==> config.mk <==
export PLATFORM = sky130hd
export DESIGN_NAME = mangled_symbol_decoder_unit
export DESIGN_NICKNAME = d
export VERILOG_FILES = /design/src/rtl/core/msd_pkg.sv /design/src/rtl/core/mangled_symbol_decoder_unit.sv
export SDC_FILE = /design/constraint.sdc
export NUM_CORES = 1
export LEC_CHECK = 0
export ABC_AREA = 0
export BUFFER_PORTS_ARGS = -buffer_cell sky130_fd_sc_hd__clkbuf_2
export CAP_MARGIN = 15
export CORE_AREA = 2 2 278 348
export CTS_BUF_LIST = sky130_fd_sc_hd__clkbuf_8
export CTS_CLUSTER_DIAMETER = 30
export DETAILED_ROUTE_END_ITERATION = 10
export DIE_AREA = 0 0 280 350
export GPL_TIMING_DRIVEN = 0
export PLACE_DENSITY_LB_ADDON = 0.1
export SETUP_SLACK_MARGIN = 0.3
export SYNTH_ARGS = -nofsm -noshare
export SYNTH_HDL_FRONTEND = slang
export SYNTH_SLANG_ARGS = --single-unit
==> constraint.sdc <==
create_clock -name i_clk -period 6.65 [get_ports i_clk]
set_clock_uncertainty 0.1 [all_clocks]
set_input_delay 0.9975 -clock i_clk [delete_from_list [all_inputs] [get_ports i_clk]]
set_output_delay 0.9975 -clock i_clk [all_outputs]
set_load 0.02 [all_outputs]
==> src/rtl/core/msd_pkg.sv <==
// Shared constants and character-class helpers for the mangled symbol decoder.
package msd_pkg;

    localparam int DEF_CODED_DEPTH = 64;
    localparam int DEF_LEN_WIDTH   = 16;
    // At most this many character results per input byte; the done result comes on top.
    localparam int CHAR_LIMIT      = 33;
    localparam int ANON_LEN        = 9;

    localparam logic [7:0] CH_US  = 8'h5F;
    localparam logic [7:0] CH_O   = 8'h4F;
    localparam logic [7:0] CH_N   = 8'h4E;
    localparam logic [7:0] CH_U   = 8'h75;
    localparam logic [7:0] CH_A   = 8'h41;
    localparam logic [7:0] CH_DOT = 8'h2E;
    localparam logic [7:0] CH_0   = 8'h30;
    localparam logic [7:0] CH_LA  = 8'h61;

    localparam logic [4:0] BASE_DEC = 5'd10;
    localparam logic [4:0] BASE_26  = 5'd26;

    function automatic logic is_digit(input logic [7:0] c);
        return (c >= 8'h30) && (c <= 8'h39);
    endfunction

    function automatic logic is_upper(input logic [7:0] c);
        return (c >= 8'h41) && (c <= 8'h5A);
    endfunction

    function automatic logic is_lhex(input logic [7:0] c);
        return is_digit(c) || ((c >= 8'h61) && (c <= 8'h66));
    endfunction

    function automatic logic [3:0] hex_val(input logic [7:0] c);
        logic [7:0] d;
        d = is_digit(c) ? (c - CH_0) : (c - CH_LA + 8'd10);
        return d[3:0];
    endfunction

    // Text produced for an anonymous symbol.
    function automatic logic [7:0] anon_char(input logic [3:0] idx);
        logic [7:0] ch;
        case (idx)
            4'd0:    ch = 8'h61;
            4'd1:    ch = 8'h6E;
            4'd2:    ch = 8'h6F;
            4'd3:    ch = 8'h6E;
            4'd4:    ch = 8'h79;
            4'd5:    ch = 8'h6D;
            4'd6:    ch = 8'h6F;
            4'd7:    ch = 8'h75;
            4'd8:    ch = 8'h73;
            default: ch = 8'h00;
        endcase
        return ch;
    endfunction

endpackage

==> src/rtl/core/mangled_symbol_decoder_unit.sv <==
// Top level of the mangled symbol decoder: parser, coded-text buffer and output register.
//
// The slave channel takes one symbol byte per transfer, tlast on the final byte.
// The master channel gives one result per transfer: a decoded character
// (tuser[0] set), or on the final byte a done result (tlast set) whose tuser[1]
// says the symbol was invalid and all its characters must be dropped.
// Each byte is worked on alone: ready drops for the byte and rises again when
// its work is finished. A plain byte passes through SQ_IDLE, SQ_CONSUME and
// SQ_END, a byte that follows an error skips SQ_CONSUME, and the done result is
// issued from SQ_END, held back only while the receiver stalls. The closing
// underscore of a u segment and the last byte of a raw chunk start a walk over the
// coded buffer through a single registered read port: SQ_PN_START and SQ_PN_DIG for
// each chunk length, SQ_HX_START, SQ_HX_HI and SQ_HX_LO for each hex pair, so the
// length of that walk follows from the coded text. Every base-26 digit, and every
// decimal length digit after the first, passes through one shared multiply-add unit.
// A stalled receiver holds the output register and so stalls the parser; a stall
// drops no result. Reset (synchronous, active low) returns the parser to the
// start of a symbol and empties the output register; the coded buffer needs no clearing.
module mangled_symbol_decoder_unit #(
    parameter int CODED_DEPTH = msd_pkg::DEF_CODED_DEPTH,
    parameter int LEN_WIDTH   = msd_pkg::DEF_LEN_WIDTH
) (
    input  logic       i_clk,
    input  logic       i_rst_n,
    input  logic       i_s_tvalid,
    output logic       o_s_tready,
    input  logic [7:0] i_s_tdata,   // [7:0] in_char
    input  logic       i_s_tlast,   // in_last
    output logic       o_m_tvalid,
    input  logic       i_m_tready,
    output logic [7:0] o_m_tdata,   // [7:0] out_char
    output logic [1:0] o_m_tuser,   // [0] char_valid, [1] failed
    output logic       o_m_tlast    // done_res
);
    import msd_pkg::*;

    localparam int LW = LEN_WIDTH;
    localparam int MW = LEN_WIDTH + 6;
    localparam int PW = $clog2(CODED_DEPTH + 1);
    localparam int AW = $clog2(CODED_DEPTH);
    localparam logic [MW-1:0] LEN_MASK = MW'({LEN_WIDTH{1'b1}});

    typedef enum logic [3:0] {
        PH_PRE_US, PH_PRE_O, PH_KIND, PH_SEG, PH_PLAIN_LEN, PH_PLAIN_BODY,
        PH_U_LEN0, PH_U_LEN, PH_U_CODED, PH_U_RAW, PH_TAIL
    } t_phase;

    typedef enum logic [3:0] {
        SQ_IDLE, SQ_CONSUME, SQ_ANON, SQ_PN_START, SQ_PN_DIG,
        SQ_HX_START, SQ_HX_HI, SQ_HX_LO, SQ_FINISH, SQ_END
    } t_seq;

    t_seq    r_seq, n_seq;
    t_phase  r_phase, n_phase;
    logic [LW:0]   r_acc, n_acc;
    logic [LW-1:0] r_seg, n_seg;
    logic [LW-1:0] r_chunk, n_chunk;
    logic [LW-1:0] r_raw, n_raw;
    logic [PW-1:0] r_count, n_count;
    logic [PW-1:0] r_pos, n_pos;
    logic          r_any, n_any;
    logic          r_err, n_err;
    logic          r_dig, n_dig;
    logic [3:0]    r_hi, n_hi;
    logic [3:0]    r_idx, n_idx;
    logic [5:0]    r_nres;
    logic [7:0]    r_c;
    logic          r_last;
    logic          r_ov;
    logic [7:0]    r_od;
    logic          r_ochar, r_ofail, r_olast;

    logic [7:0]    mem [CODED_DEPTH];
    logic [7:0]    r_rd;
    logic [AW-1:0] rd_addr;
    logic          wr_en;
    logic [AW-1:0] wr_addr;
    logic          rd_lo;

    logic          do_emit, do_done, done_fail;
    logic [7:0]    emit_ch;
    logic          out_free, char_ok, emit_ok;

    logic [4:0]    mul_fac, mul_dig;
    logic [7:0]    dig_dec, dig_up;
    logic [MW-1:0] mul_out;
    logic          mul_ovf;
    logic [LW:0]   sat26;

    logic [LW-1:0] cb_seg, cb_dec;
    logic [PW-1:0] cb_cnt;
    logic          pair_left;

    // Shared multiply-add unit: decimal digits in the parser, base-26 digits in the walk.
    assign dig_dec = r_c - CH_0;
    assign dig_up  = r_rd - CH_A;
    assign mul_fac = (r_seq == SQ_PN_DIG) ? BASE_26 : BASE_DEC;
    assign mul_dig = (r_seq == SQ_PN_DIG) ? dig_up[4:0] : dig_dec[4:0];
    assign mul_out = MW'(r_acc) * MW'(mul_fac) + MW'(mul_dig);
    assign mul_ovf = mul_out > LEN_MASK;
    assign sat26   = mul_ovf ? ((LW+1)'(1) << LW) : mul_out[LW:0];

    // Base values for a coded byte: the first one comes straight after the length.
    assign cb_seg    = (r_phase == PH_U_LEN) ? r_acc[LW-1:0] : r_seg;
    assign cb_cnt    = (r_phase == PH_U_LEN) ? '0 : r_count;
    assign cb_dec    = cb_seg - LW'(1);
    assign pair_left = ((PW+1)'(r_pos) + (PW+1)'(1)) < (PW+1)'(r_count);

    assign out_free = !r_ov || i_m_tready;
    assign char_ok  = r_nres < 6'(CHAR_LIMIT);
    assign emit_ok  = !char_ok || out_free;

    // Sequencer and parser next-state logic.
    always_comb begin
        n_seq = r_seq;     n_phase = r_phase; n_acc = r_acc;   n_seg = r_seg;
        n_chunk = r_chunk; n_raw = r_raw;     n_count = r_count; n_pos = r_pos;
        n_any = r_any;     n_err = r_err;     n_dig = r_dig;   n_hi = r_hi;
        n_idx = r_idx;
        do_emit = 1'b0;  emit_ch = '0;  do_done = 1'b0;
        done_fail = !(!r_err && ((r_phase == PH_SEG) || (r_phase == PH_TAIL)));
        wr_en = 1'b0;    wr_addr = cb_cnt[AW-1:0];  rd_lo = 1'b0;

        case (r_seq)
            SQ_IDLE: begin
                if (i_s_tvalid) begin
                    n_seq = r_err ? SQ_END : SQ_CONSUME;
                end
            end
            SQ_CONSUME: begin
                n_seq = SQ_END;
                case (r_phase)
                    PH_PRE_US: begin
                        if (r_c == CH_US) n_phase = PH_PRE_O; else n_err = 1'b1;
                    end
                    PH_PRE_O: begin
                        if (r_c == CH_O) n_phase = PH_KIND; else n_err = 1'b1;
                    end
                    PH_KIND: begin
                        if (r_c == CH_N) begin
                            n_phase = PH_SEG;
                        end else if (r_c == CH_A) begin
                            n_idx = '0;
                            n_seq = SQ_ANON;
                        end else begin
                            n_err = 1'b1;
                        end
                    end
                    PH_SEG: begin
                        if (r_c == CH_US) begin
                            n_phase = PH_TAIL;
                        end else if (r_c != CH_U && !is_digit(r_c)) begin
                            n_err = 1'b1;
                        end else if (!r_any || emit_ok) begin
                            if (r_any) begin
                                do_emit = 1'b1;
                                emit_ch = CH_DOT;
                            end
                            if (r_c == CH_U) begin
                                n_acc = '0;
                                n_phase = PH_U_LEN0;
                            end else begin
                                n_acc = (LW+1)'(dig_dec[3:0]);
                                n_phase = PH_PLAIN_LEN;
                            end
                        end else begin
                            n_seq = SQ_CONSUME;
                        end
                    end
                    PH_PLAIN_LEN: begin
                        if (is_digit(r_c)) begin
                            if (mul_ovf) n_err = 1'b1; else n_acc = mul_out[LW:0];
                        end else if (r_acc == '0) begin
                            n_err = 1'b1;
                        end else if (emit_ok) begin
                            do_emit = 1'b1;
                            emit_ch = r_c;
                            n_seg = r_acc[LW-1:0] - LW'(1);
                            n_phase = (n_seg == '0) ? PH_SEG : PH_PLAIN_BODY;
                        end else begin
                            n_seq = SQ_CONSUME;
                        end
                    end
                    PH_PLAIN_BODY: begin
                        if (emit_ok) begin
                            do_emit = 1'b1;
                            emit_ch = r_c;
                            n_seg = r_seg - LW'(1);
                            n_phase = (n_seg == '0) ? PH_SEG : PH_PLAIN_BODY;
                        end else begin
                            n_seq = SQ_CONSUME;
                        end
                    end
                    PH_U_LEN0: begin
                        if (is_digit(r_c)) begin
                            n_acc = (LW+1)'(dig_dec[3:0]);
                            n_phase = PH_U_LEN;
                        end else begin
                            n_err = 1'b1;
                        end
                    end
                    PH_U_LEN, PH_U_CODED: begin
                        if (r_phase == PH_U_LEN && is_digit(r_c)) begin
                            if (mul_ovf) n_err = 1'b1; else n_acc = mul_out[LW:0];
                        end else if (r_phase == PH_U_LEN && r_acc == '0) begin
                            n_err = 1'b1;
                        end else begin
                            // One coded byte: either the underscore or text for the buffer.
                            n_seg = cb_dec;
                            n_count = cb_cnt;
                            if (r_phase == PH_U_LEN) n_pos = '0;
                            if (r_c == CH_US) begin
                                n_raw = cb_dec;
                                n_chunk = '0;
                                n_pos = '0;
                                n_phase = PH_U_RAW;
                                n_seq = SQ_PN_START;
                            end else if (cb_cnt >= PW'(CODED_DEPTH)) begin
                                n_err = 1'b1;
                            end else begin
                                wr_en = 1'b1;
                                n_count = cb_cnt + PW'(1);
                                n_phase = PH_U_CODED;
                                if (cb_dec == '0) n_err = 1'b1;
                            end
                        end
                    end
                    PH_U_RAW: begin
                        if (emit_ok) begin
                            do_emit = 1'b1;
                            emit_ch = r_c;
                            if (r_raw != '0) n_raw = r_raw - LW'(1);
                            n_seq = SQ_FINISH;
                            if (r_chunk != '0) begin
                                n_chunk = r_chunk - LW'(1);
                                if (r_chunk == LW'(1)) n_seq = SQ_HX_START;
                            end
                        end else begin
                            n_seq = SQ_CONSUME;
                        end
                    end
                    default: begin
                    end
                endcase
            end
            SQ_ANON: begin
                if (emit_ok) begin
                    do_emit = 1'b1;
                    emit_ch = anon_char(r_idx);
                    n_idx = r_idx + 4'd1;
                    if (r_idx == 4'(ANON_LEN - 1)) begin
                        n_phase = PH_TAIL;
                        n_seq = SQ_END;
                    end
                end
            end
            // Walk over the coded buffer: one chunk length.
            SQ_PN_START: begin
                if (r_pos >= r_count) begin
                    n_seq = SQ_FINISH;
                end else begin
                    n_acc = '0;
                    n_dig = 1'b0;
                    n_seq = SQ_PN_DIG;
                end
            end
            SQ_PN_DIG: begin
                if (r_pos < r_count && is_upper(r_rd)) begin
                    n_acc = sat26;
                    n_pos = r_pos + PW'(1);
                    n_dig = 1'b1;
                end else if (!r_dig || r_acc > (LW+1)'(r_raw)) begin
                    n_err = 1'b1;
                    n_seq = SQ_END;
                end else begin
                    n_chunk = r_acc[LW-1:0];
                    n_seq = (r_acc != '0) ? SQ_FINISH : SQ_HX_START;
                end
            end
            // Hex pairs that follow a chunk.
            SQ_HX_START: begin
                n_seq = pair_left ? SQ_HX_HI : SQ_PN_START;
            end
            SQ_HX_HI: begin
                if (!is_lhex(r_rd)) begin
                    n_seq = SQ_PN_START;
                end else begin
                    n_hi = hex_val(r_rd);
                    rd_lo = 1'b1;
                    n_seq = SQ_HX_LO;
                end
            end
            SQ_HX_LO: begin
                if (!is_lhex(r_rd)) begin
                    n_err = 1'b1;
                    n_seq = SQ_END;
                end else if (emit_ok) begin
                    do_emit = 1'b1;
                    emit_ch = {r_hi, hex_val(r_rd)};
                    n_pos = r_pos + PW'(2);
                    n_seq = SQ_HX_START;
                end else begin
                    rd_lo = 1'b1;
                end
            end
            SQ_FINISH: begin
                if (!r_err && r_raw == '0 && r_chunk == '0 && r_pos >= r_count) begin
                    n_phase = PH_SEG;
                end
                n_seq = SQ_END;
            end
            SQ_END: begin
                if (!r_last) begin
                    n_seq = SQ_IDLE;
                end else if (out_free) begin
                    do_done = 1'b1;
                    n_seq = SQ_IDLE;
                    n_phase = PH_PRE_US; n_acc = '0; n_seg = '0; n_chunk = '0;
                    n_raw = '0; n_count = '0; n_pos = '0; n_any = 1'b0; n_err = 1'b0;
                end
            end
            default: begin
                n_seq = SQ_IDLE;
            end
        endcase

        if (do_emit) n_any = 1'b1;
        rd_addr = rd_lo ? (r_pos[AW-1:0] + AW'(1)) : n_pos[AW-1:0];
    end

    // Coded-text buffer with a registered read port.
    always_ff @(posedge i_clk) begin
        if (wr_en) mem[wr_addr] <= r_c;
        r_rd <= mem[rd_addr];
    end

    // State, parser registers and the output register.
    always_ff @(posedge i_clk) begin
        if (!i_rst_n) begin
            r_seq <= SQ_IDLE;  r_phase <= PH_PRE_US; r_acc <= '0;  r_seg <= '0;
            r_chunk <= '0;     r_raw <= '0;          r_count <= '0; r_pos <= '0;
            r_any <= 1'b0;     r_err <= 1'b0;        r_dig <= 1'b0; r_idx <= '0;
            r_nres <= '0;      r_last <= 1'b0;       r_ov <= 1'b0;
        end else begin
            r_seq <= n_seq;    r_phase <= n_phase;   r_acc <= n_acc; r_seg <= n_seg;
            r_chunk <= n_chunk; r_raw <= n_raw;      r_count <= n_count; r_pos <= n_pos;
            r_any <= n_any;    r_err <= n_err;       r_dig <= n_dig; r_idx <= n_idx;
            if (r_seq == SQ_IDLE && i_s_tvalid) begin
                r_nres <= '0;
                r_last <= i_s_tlast;
            end else if (do_emit && char_ok) begin
                r_nres <= r_nres + 6'd1;
            end
            if ((do_emit && char_ok) || do_done) begin
                r_ov <= 1'b1;
            end else if (i_m_tready) begin
                r_ov <= 1'b0;
            end
        end
        if (r_seq == SQ_IDLE && i_s_tvalid) r_c <= i_s_tdata;
        r_hi <= n_hi;
        if (do_emit && char_ok) begin
            r_od <= emit_ch; r_ochar <= 1'b1; r_ofail <= 1'b0; r_olast <= 1'b0;
        end else if (do_done) begin
            r_od <= '0; r_ochar <= 1'b0; r_ofail <= done_fail; r_olast <= 1'b1;
        end
    end

    assign o_s_tready = (r_seq == SQ_IDLE);
    assign o_m_tvalid = r_ov;
    assign o_m_tdata  = r_od;
    assign o_m_tuser  = {r_ofail, r_ochar};
    assign o_m_tlast  = r_olast;

endmodule

# After elaboration in Yosys (flattened, before gate mapping)
# Memories as Yosys holds them, arrays and structs flattened. A register that Yosys moved wholly into a read port is not among the register bits.
# Cells that the tools add are included.
[word_totals] ff_bits=125 ram_bits=512 mem_bits_ro=112 input_bits=13 out_inout_bits=13 mem_count=2
[classes] n_addsub=18 multipliers=1 order_cmp=15 eq_ne=86 n_mux=195 n_bitwise=1 reduce_logical=67
[mem_list] memory="mem" words=64 word_bits=8 rd=1 rd_ports_with_merged_regs=1 wr=1 line_no="mangled_symbol_decoder_unit.sv:73" source="logic [7:0] mem [CODED_DEPTH];"
[mem_list] memory="(name not given)" words=16 word_bits=7 rd=1 rd_ports_with_merged_regs=1 wr=0 line_no="msd_pkg.sv:43" source="case (idx)"
[ops] op="16-bit two-way mux" n=21
[ops] op="4-bit two-way mux" n=53
[ops] op="17-bit two-way mux" n=12
[ops] op="17-bit case mux with 4 select lines" n=2
[ops] op="16-bit case mux with 2 select lines" n=4
[ops] op="7-bit two-way mux" n=18
[ops] op="16-bit case mux with 3 select lines" n=2
[ops] op="3-bit != test, second input constant" n=28
[ops] op="16-bit logical NOT" n=5
[ops] op="16-bit by 1-bit subtractor with 16-bit output, second input constant" n=5
[ops] op="8-bit two-way mux" n=8
[ops] op="1-bit two-way mux" n=48
[ops] op="8-bit case mux with 3 select lines" n=2
[ops] op="8-bit by 7-bit == test with 1-bit output, second input constant" n=5
[ops] op="4-bit case mux with 10 select lines" n=1
[ops] op="4-bit by 3-bit == test with 1-bit output, second input constant" n=8
[ops] op="2-bit != test, second input constant" n=16
[ops] op="4-bit case mux with 8 select lines" n=1
[ops] op="16-bit nonzero test" n=2
[ops] op="6-bit two-way mux" n=5
[ops] op="7-bit case mux with 4 select lines" n=1
[ops] op="4-bit == test, second input constant" n=6
[ops] op="4-bit case mux with 6 select lines" n=1
[ops] op="22-bit by 5-bit adder with 22-bit output" n=1
[ops] op="65 further kinds" n=128

# Depth between registers and ports, before layout
# Gate-level depths: netlist of run 1.
[logic_depth] ltp_word=12 ltp_mapped=25 depth_no_buf=23

# Least setup slack after synthesis of run 1
# OpenSTA, ideal clock, no wires.
[synth_timing] path_kind="reg-to-reg" start="reg r_c[4]" end="reg r_acc[10]" t_arrival_ps=5584 path_slack_ps=850 stages_incl_launch_ff=19 synth_period_minus_slack_ps=5800 path_cell_list="edfxtp_1 > clkbuf_1 > a21oi_1 > ha_1 > ha_1 > fa_1 > ha_1 > a21o_1 > a21oi_1 > o21bai_1 > a2111o_1 > and3_1 > o21ai_1 > xnor2_1 > or4_1 > a21oi_1 > nor2_1 > clkbuf_1 > a22o_1"
[synth_between] elab_chain_cells=8 word_cells_on_any_way=25 cone_classes="add/sub: 2; order compare: 3; eq/ne: 7; mux: 8; reduce/logical: 5"
[synth_rtl] item="start: declaration" line_no="mangled_symbol_decoder_unit.sv:67" source="logic [7:0] r_c;"
[synth_rtl] item="start signal: assignment" line_no="mangled_symbol_decoder_unit.sv:359" source="if (r_seq == SQ_IDLE && i_s_tvalid) r_c <= i_s_tdata;"
[synth_rtl] item="5-bit subtractor" line_no="mangled_symbol_decoder_unit.sv:95" source="assign dig_dec = r_c - CH_0;"
[synth_rtl] item="5-bit two-way mux" line_no="mangled_symbol_decoder_unit.sv:98" source="assign mul_dig = (r_seq == SQ_PN_DIG) ? dig_up[4:0] : dig_dec[4:0];"
[synth_rtl] item="22-bit by 5-bit adder with 22-bit output" line_no="mangled_symbol_decoder_unit.sv:99" source="assign mul_out = MW'(r_acc) * MW'(mul_fac) + MW'(mul_dig);"
[synth_rtl] item="22-bit by 16-bit greater-than comparator with 1-bit output" line_no="mangled_symbol_decoder_unit.sv:100" source="assign mul_ovf = mul_out > LEN_MASK;"
[synth_rtl] item="17-bit two-way mux" line_no="mangled_symbol_decoder_unit.sv:171, mangled_symbol_decoder_unit.sv:203"
[synth_rtl] item="17-bit two-way mux, on equally long branches" line_no="mangled_symbol_decoder_unit.sv:202, mangled_symbol_decoder_unit.sv:170"
[synth_rtl] item="17-bit case mux with 4 select lines" line_no="mangled_symbol_decoder_unit.sv:131" source="case (r_phase)"
[synth_rtl] item="17-bit case mux with 4 select lines" line_no="mangled_symbol_decoder_unit.sv:123" source="case (r_seq)"
[synth_rtl] item="end signal: assignment" line_no="mangled_symbol_decoder_unit.sv:344" source="r_seq <= n_seq; r_phase <= n_phase; r_acc <= n_acc; r_seg <= n_seg;"
[synth_rtl] item="end: declaration" line_no="mangled_symbol_decoder_unit.sv:55" source="logic [LW:0] r_acc, n_acc;"
# Several ways; a longest one is shown, not always the timed one. The select of a mux whose other input is x is not followed.
# A chain may end at the register's enable or synchronous reset.

# Worst setup path after layout of run 1
[layout_timing] start="reg r_c[6]" end="reg r_rd[5], read port of mem"
[layout_between] elab_chain_cells=7 word_cells_on_any_way=11 cone_classes="order compare: 2; eq/ne: 1; mux: 6; reduce/logical: 2"
[layout_rtl] item="8-bit by 6-bit greater-or-equal comparator with 1-bit output (tied with other cells)" line_no="msd_pkg.sv:23" source="return (c >= 8'h30) && (c <= 8'h39);"
[layout_rtl] item="1-bit logical AND / 7-bit two-way mux (equally long branches)" line_no="msd_pkg.sv:23, mangled_symbol_decoder_unit.sv:211"
[layout_rtl] item="1-bit logical AND / 7-bit two-way mux (equally long branches)" line_no="mangled_symbol_decoder_unit.sv:202, mangled_symbol_decoder_unit.sv:204"
[layout_rtl] item="7-bit two-way mux (*)" line_no="mangled_symbol_decoder_unit.sv:202" source="if (r_phase == PH_U_LEN && is_digit(r_c)) begin"
[layout_rtl] item="7-bit two-way mux (*)" line_no="mangled_symbol_decoder_unit.sv:131"
[layout_rtl] item="7-bit case mux with 4 select lines (*)" line_no="mangled_symbol_decoder_unit.sv:123"
[layout_rtl] item="6-bit two-way mux (*)" line_no="mangled_symbol_decoder_unit.sv:327" source="rd_addr = rd_lo ? (r_pos[AW-1:0] + AW'(1)) : n_pos[AW-1:0];"
[layout_rtl] item="end: declaration" line_no="mangled_symbol_decoder_unit.sv:74" source="logic [7:0] r_rd;"
# Mark *: on every way between the ends. The rest lies on a longest branch, timed or not. The select of a mux whose other input is x is not followed.

==> out/results.ini, run 1 <==
[floorplan]
core_mm2 = 0.09443
initial_core_util_pct = 34.87
number_of_rows_in_the_core_area = 126
io_pins = 26
die_area_mm2 = 0.09800
die_h_um = 350
die_width_um = 280

[final_layout]
post_route_cells_drive_above_1_share_pct = 11.39
finalCoreUtilization_pct = 41.12
layout-area-overhead-vs-synth_pct = 17.93
nFillCells = 9208
seqCellArea_mm2 = 0.01836
nets = 3629
multiInputGateArea_mm2 = 0.01342

[sta]
fmax_mhz = 159.3
worst_slew_pin_slew_ps = 1301
max_slew_margin_pct = 12.96
rsz0062_at_grt = false
final_hold_viols = 0
final_period_minus_worst_setup_slack_ps = 6276
accumulated_negative_setup_slack_ps = 0
finalCritPeriodShare_pct = 94.37
final_max_slew_viol_count = 0
setup_violations = 0

[run]
total_of_max_cap_violations = 0

[global_routing]
global_route.overflow_total = 0
vias_in_the_first_global_route = 26918
grt_first_pass_wirelength_um = 188100
grt_start_max_net_pins = 29
grt_util_all_layers_pct = 26.76
grt_antenna_before_repair = 2

[critical_path]
setup.reg_to_reg.worst_slack_ps = 370
timing.critical_path.slowest_cell_delay_ps = 870
critical_path.top_delay_family = simple AND/OR/NAND/NOR gates
path_buf_inv = 6
crit_chain = buf_16 > buf_8 > buf_16 > nand2b_1 > nor3_1 > buf_2 > a21oi_1 > a21oi_2 > nand3_1 > o211a_1 > nor3_1 > buf_4 > clkbuf_1 > nand3_1 > a41oi_1 > or4_1
critical_setup_path_class = reg2reg
cp_launch_type = register
critPathRequiredTime_ps = 7250
setup.worst_path.end_class = register
worstPathMaxFanout = 21
arrival_ps = 6880
slowest_cell_on_the_critical_path = sky130_fd_sc_hd__edfxtp_1

[power_and_ir_drop]
post-layout-total-power_uw = 13360
irDropWorstVdd_v = 0.0001975
p_leak_uw = 0.01443
power.density_mw_per_mm2 = 343.9

[logic_synthesis]
synth-seq-cells = 651
synth_nets = 3401
synthArstFlopShare_pct = 0
synth_top_cells_by_area = sky130_fd_sc_hd__edfxtp_1, sky130_fd_sc_hd__dfxtp_1, sky130_fd_sc_hd__nand2_1
ys_seq_area_share_pct = 55.75
synth-main-ff-cell = sky130_fd_sc_hd__edfxtp_1
yosysMostFrequentCell = sky130_fd_sc_hd__nand2_1
syn-mean-instance-area_um2 = 10.10
synth_edf_count = 532
synthDominantCellAreaShare_pct = 48.52
synthesis.instances = 3259
yosysUniqueCellTypes = 93
cell_types_with_the_highest_counts_after_synthesis = sky130_fd_sc_hd__nand2_1, sky130_fd_sc_hd__edfxtp_1, sky130_fd_sc_hd__nand3_1
syn_area_mm2 = 0.03293
synth_largest_area_cell = sky130_fd_sc_hd__edfxtp_1
synthesis.yosys.warnings = 0

[routing]
vias_per_cell = 5.678
final_antenna_net_count = 0
totalWireLength_um = 132100
remaining_drc_errors = 0
route.detailed.wl_per_inst_um = 27.38
dr.pass1.iters = 8
drtIter0Drc = 2640
vias = 27397

[clock_network]
cts_tree = built
clock_insertion_delay_worst_skew_ps = 820
cts_root_buffer = sky130_fd_sc_hd__clkbuf_8
cts.sink_count = 651
clock_path_buffers = 3
cts_hold_buffers = 0
cts_inserted_buffers = 149
clock_tree.htree_level_count = 4
cts_clk_pin_slew_worst_paths_ps = 50

[worst_hold_path]
hp-class = in2reg

[placed_design]
portBuffers = 24
gpl.final_weighted_congestion = 0.9745
dpl.hpwl_um = 98830

[run_status]
run_status = finished clean

==> kinds of logic (layout without fill, tap and decap cells) <==
| kind of cell | Yosys count | in the layout | synth area share [%] |
|---|---|---|---|
| xor+xnor | 88 | 88 | 2.341 |
| mux | 28 | 28 | 0.8816 |
| flops | 651 | 651 | 55.75 |
| other cells | 0 | 1 | 0 |
| fa+ha+maj | 129 | 129 | 5.290 |
| buf+inv | 296 | 645 | 3.697 |
| simple gates | 1551 | 1551 | 21.36 |
| compound gates | 516 | 516 | 10.68 |
==> metal layers <==
metal	vias up	wire length, um	GRT usage, %
li1	12375	-	-
met1	13474	50390	30.48
met2	1183	64570	46.18
met3	363	7650	4.740
met4	2	9467	17.25
met5	-	11	0
==> registers in the layout, summed over array words and instances (netlist names), 4 cells and up, named ones only <==
signal / cells
r_seg: 16
r_chunk: 16
r_acc: 17
r_c: 8
r_phase: 4
r_hi: 4
r_nres: 6
r_raw: 16
r_rd: 8
r_seq: 4
r_count: 7
r_idx: 4
mem: 512
r_pos: 7
o_m_tdata: 8
==> cell usage in the layout (no fill, tap or decap), drive strengths merged, types with 55 or more instances in the layout <==
cell type / count
nand2: 627
edfxtp: 532
nand3: 393
clkbuf: 300
nor2: 268
inv: 135
a21oi: 129
buf: 121
dfxtp: 119
ha: 112
o21ai: 98
nor3: 72
clkinv: 55
==> worst register-to-register path, delay by kind of cell (launching register included) <==
family	cells	cell delay, ps
buf+inv	6	1720
simple gates	6	1910
compound gates	4	1580
flops	1	870
==> power breakdown <==
| group | switching [uW] | internal (uW) |
|---|---|---|
| clock network | 2020 | 2950 |
| registers | 197 | 4700 |
| logic | 2270 | 1230 |
| total | 4480 | 8870 |
==> cell type report <==
type | instances | share of cell area (%)
antenna | 1 | 0.006445
buffer | 187 | 2.133
inverter | 108 | 1.044
clock inverter | 116 | 2.890
timing repair buffer | 78 | 2.649
clock buffer | 156 | 5.529
tap | 1216 | 3.918
sequential | 651 | 47.28
multi-input combinational | 2312 | 34.55
==> worst paths after layout <==
check | startpoint | endpoint | depth (start not counted)
worst max-delay path | r_c[6]$_DFFE_PP_ | r_rd[5]$_DFF_P_ | 16
worst min-delay path | i_s_tdata[7] | r_c[7]$_DFFE_PP_ | 1
worst min register to register | r_raw[8]$_SDFFE_PN0P_ | r_raw[8]$_SDFFE_PN0P_ | 2
worst max register to register | r_c[6]$_DFFE_PP_ | r_rd[5]$_DFF_P_ | 16
==> through the flow <==
step,cells,cell area (um2),hold slack (ps),worst slack [ps]
finish,4825,38830,275.1,374.1
floorplan,3259,32930,322.8,849.7
global placement,4499,34570,363.4,-2341
global route,4825,38830,225.6,302.7
detailed placement,4540,35400,363.0,-1016
CTS,4814,38730,213.7,348.8
==> timing repair <==
action | 4_1_cts | 5_1_grt
gates resized for setup | 15 | 8
endpoints found under the setup margin | 21 | 13
setup buffers | 3 | 3
pin swaps | 1 | 2
(Power assumes the default switching activity.)
==> run 2, diff against run 1 <==
==> constraint.sdc (replaced) <==
create_clock -name i_clk -period 6.65 [get_ports i_clk]
set_clock_uncertainty 0.1 [all_clocks]
set_input_delay 0.3325 -clock i_clk [delete_from_list [all_inputs] [get_ports i_clk]]
set_output_delay 0.3325 -clock i_clk [all_outputs]
set_load 0.005 [all_outputs]
==> out/results.ini, run 2 (same netlist as run 1, synthesis figures left out) <==
[floorplan]
die_h_um = 350  ; unchanged
die_area_mm2 = 0.09800  ; unchanged
number_of_rows_in_the_core_area = 126  ; unchanged
die_width_um = 280  ; unchanged
initial_core_util_pct = 34.87  ; unchanged
core_mm2 = 0.09443  ; unchanged
io_pins = 26  ; unchanged

[sta]
max_slew_margin_pct = 13.47  ; was 12.96%
finalCritPeriodShare_pct = 94.61  ; was 94.37%
rsz0062_at_grt = false  ; unchanged
accumulated_negative_setup_slack_ps = 0  ; unchanged
final_hold_viols = 0  ; unchanged
fmax_mhz = 158.9  ; was 159.3 MHz
setup_violations = 0  ; unchanged
worst_slew_pin_slew_ps = 1293  ; was 1301 ps
final_max_slew_viol_count = 0  ; unchanged
final_period_minus_worst_setup_slack_ps = 6292  ; was 6276 ps

[final_layout]
layout.cells.most_common = sky130_fd_sc_hd__nand2_1  ; unchanged
flip_flop_count_of_the_largest_register_all_copies_and_words_added = 512  ; unchanged
reg.largest.list = mem: 512 flops, r_acc: 17 flops  ; unchanged
commonest_cells_after_routing_fill_and_taps_aside = sky130_fd_sc_hd__nand2_1, sky130_fd_sc_hd__edfxtp_1, sky130_fd_sc_hd__nand3_1  ; unchanged
nFillCells = 9195  ; was 9208
layout-area-overhead-vs-synth_pct = 18.29  ; was 17.93%
nets = 3641  ; was 3629
top_register_by_number_of_flip_flops = mem  ; unchanged
post_route_cells_drive_above_1_share_pct = 11.35  ; was 11.39%
finalCoreUtilization_pct = 41.25  ; was 41.12%

[critical_path]
critical_path.reg2reg.endpoint = r_rd[5]$_DFF_P_  ; unchanged
r2r_cells = 16  ; unchanged
crit_start = r_c[6]$_DFFE_PP_  ; unchanged
crit_chain = buf_16 > buf_8 > buf_16 > nand2b_1 > nor3_1 > buf_2 > a21oi_1 > a21oi_2 > nand3_1 > o211a_1 > nor3_1 > buf_4 > clkbuf_1 > nand3_1 > a41oi_1 > or4_1  ; unchanged
worstPathMaxFanout = 21  ; unchanged
critical_path.top_delay_family = simple AND/OR/NAND/NOR gates  ; unchanged
path_buf_inv = 6  ; unchanged
critical_setup_path_class = reg2reg  ; unchanged
slowest_cell_on_the_critical_path = sky130_fd_sc_hd__edfxtp_1  ; unchanged
setup.reg_to_reg.worst_slack_ps = 360  ; was 370 ps
timing.critical_path.slowest_cell_delay_ps = 880  ; was 870 ps
critPathRequiredTime_ps = 7250  ; about the same
arrival_ps = 6890  ; was 6880 ps
setup.worst_path.end_class = register  ; unchanged
timing.rr.start = r_c[6]$_DFFE_PP_  ; unchanged
cp_launch_type = register  ; unchanged

[clock_network]
cts.sink_count = 651  ; unchanged
cts_clk_pin_slew_worst_paths_ps = 50  ; about the same
cts_root_buffer = sky130_fd_sc_hd__clkbuf_8  ; unchanged
clock_path_buffers = 3  ; unchanged
cts_tree = built  ; unchanged
clock_insertion_delay_worst_skew_ps = 820  ; about the same
clock_tree.htree_level_count = 4  ; unchanged
cts_inserted_buffers = 149  ; unchanged

[placed_design]
portBuffers = 24  ; unchanged
gpl.final_weighted_congestion = 0.9745  ; unchanged
dpl.hpwl_um = 98830  ; unchanged

[global_routing]
vias_in_the_first_global_route = 26951  ; was 26918
grt_antenna_before_repair = 2  ; unchanged
global_route.overflow_total = 0  ; unchanged
grt_util_all_layers_pct = 26.76  ; about the same
grt_start_max_net_pins = 29  ; unchanged
grt_first_pass_wirelength_um = 188100  ; about the same

[power_and_ir_drop]
irDropWorstVdd_v = 0.0001975  ; about the same
power_frac_clock_pct = 37.2  ; about the same
cellInternalPower_uw = 8877  ; was 8872 uW
share_comb_of_total_power_pct = 26.1  ; was 26.2%
power.density_mw_per_mm2 = 342.4  ; was 343.9 mW/mm2
power.switching_uw = 4458  ; was 4484 uW
post-layout-total-power_uw = 13340  ; was 13360 uW
power.share.sequential_pct = 36.7  ; was 36.6%
p_leak_uw = 0.01449  ; was 0.01443 uW
switching_share_pct = 33.43  ; was 33.57%

[worst_hold_path]
hold_path_depth = 2  ; was 1
hp-class = in2reg  ; unchanged
worstHoldStart = i_s_tdata[7]  ; unchanged
hold_path_end = r_c[7]$_DFFE_PP_  ; unchanged

[routing]
route.detailed.wl_per_inst_um = 27.33  ; was 27.38 um
vias = 27361  ; was 27397
drtIter0Drc = 2783  ; was 2640
final_antenna_net_count = 0  ; unchanged
totalWireLength_um = 132200  ; was 132100 um
vias_per_cell = 5.657  ; was 5.678
remaining_drc_errors = 0  ; unchanged
dr.pass1.iters = 6  ; was 8

[run]
total_of_max_cap_violations = 0  ; unchanged

[run_status]
run_status = finished clean  ; unchanged

==> run 2: repair_timing <==
| action | 4_1_cts | 5_1_grt |
|---|---|---|
| endpoints found under the hold margin | 17 | 0 |
| hold buffers | 12 | 0 |
| setup buffers | 3 | 3 |
| pin swaps | 1 | 2 |
| endpoints found under the setup margin | 21 | 13 |
| resized for setup | 15 | 8 |
==> run 2: how the worst max path moves through the flow <==
stage | endpoint | slack [ps] | cells past startpoint
6_report | r_rd[5]$_DFF_P_ | 360 | 16
5_1_grt | r_acc[11]$_SDFFE_PN0P_ | 300 | 23
4_1_cts | r_acc[13]$_SDFFE_PN0P_ | 350 | 23
3_5_place_dp | r_acc[7]$_SDFFE_PN0P_ | -1020 | 22
3_3_place_gp | r_rd[0]$_DFF_P_ | -2340 | 11
2_1_floorplan | r_acc[10]$_SDFFE_PN0P_ | 850 | 18
==> run 2: metrics by stage <==
| step | worst slack, ps | hold WS [ps] | cell area (um2) | std cells |
|---|---|---|---|---|
| after floorplan | 849.7 | 322.8 | 32930 | 3259 |
| after global routing | 302.7 | 118.7 | 38950 | 4837 |
| after detailed placement | -1016 | 363.0 | 35400 | 4540 |
| after CTS | 348.8 | 95.64 | 38850 | 4826 |
| after global placement | -2341 | 363.4 | 34570 | 4499 |
| final | 358.2 | 150.7 | 38950 | 4837 |
==> run 2: metal layers <==
metal  part of all wire (%)  up-vias  GRT usage (%)
met5                 0.0083        -              0
met4                    7.1        2          17.25
met3                    5.9      347          4.740
met2                     49     1182          46.18
met1                     38    13446          30.49
li1                       -    12384              -
==> run 2: area by class of cell <==
type / count / area (um2) / area share, %
Sequential cell: 651 / 18360 / 47.13
Multi-Input combinational cell: 2312 / 13420 / 34.45
Clock buffer: 156 / 2147 / 5.512
Tap cell: 1216 / 1521 / 3.906
Timing Repair Buffer: 90 / 1149 / 2.949
Clock inverter: 116 / 1122 / 2.881
Buffer: 187 / 828.3 / 2.127
Inverter: 108 / 405.4 / 1.041
Antenna cell: 1 / 2.502 / 0.006425
==> run 2: power groups by stage <==
| stage | clock network [uW] | logic, uW | registers [uW] |
|---|---|---|---|
| 5_1_grt | 5240 | 3770 | 4910 |
| 3_3_place_gp | 0 | 2980 | 5210 |
| 2_1_floorplan | 0 | 2110 | 4970 |
| 3_5_place_dp | 0 | 3370 | 4980 |
| 6_report | 4960 | 3480 | 4890 |
| 4_1_cts | 5040 | 3420 | 4890 |
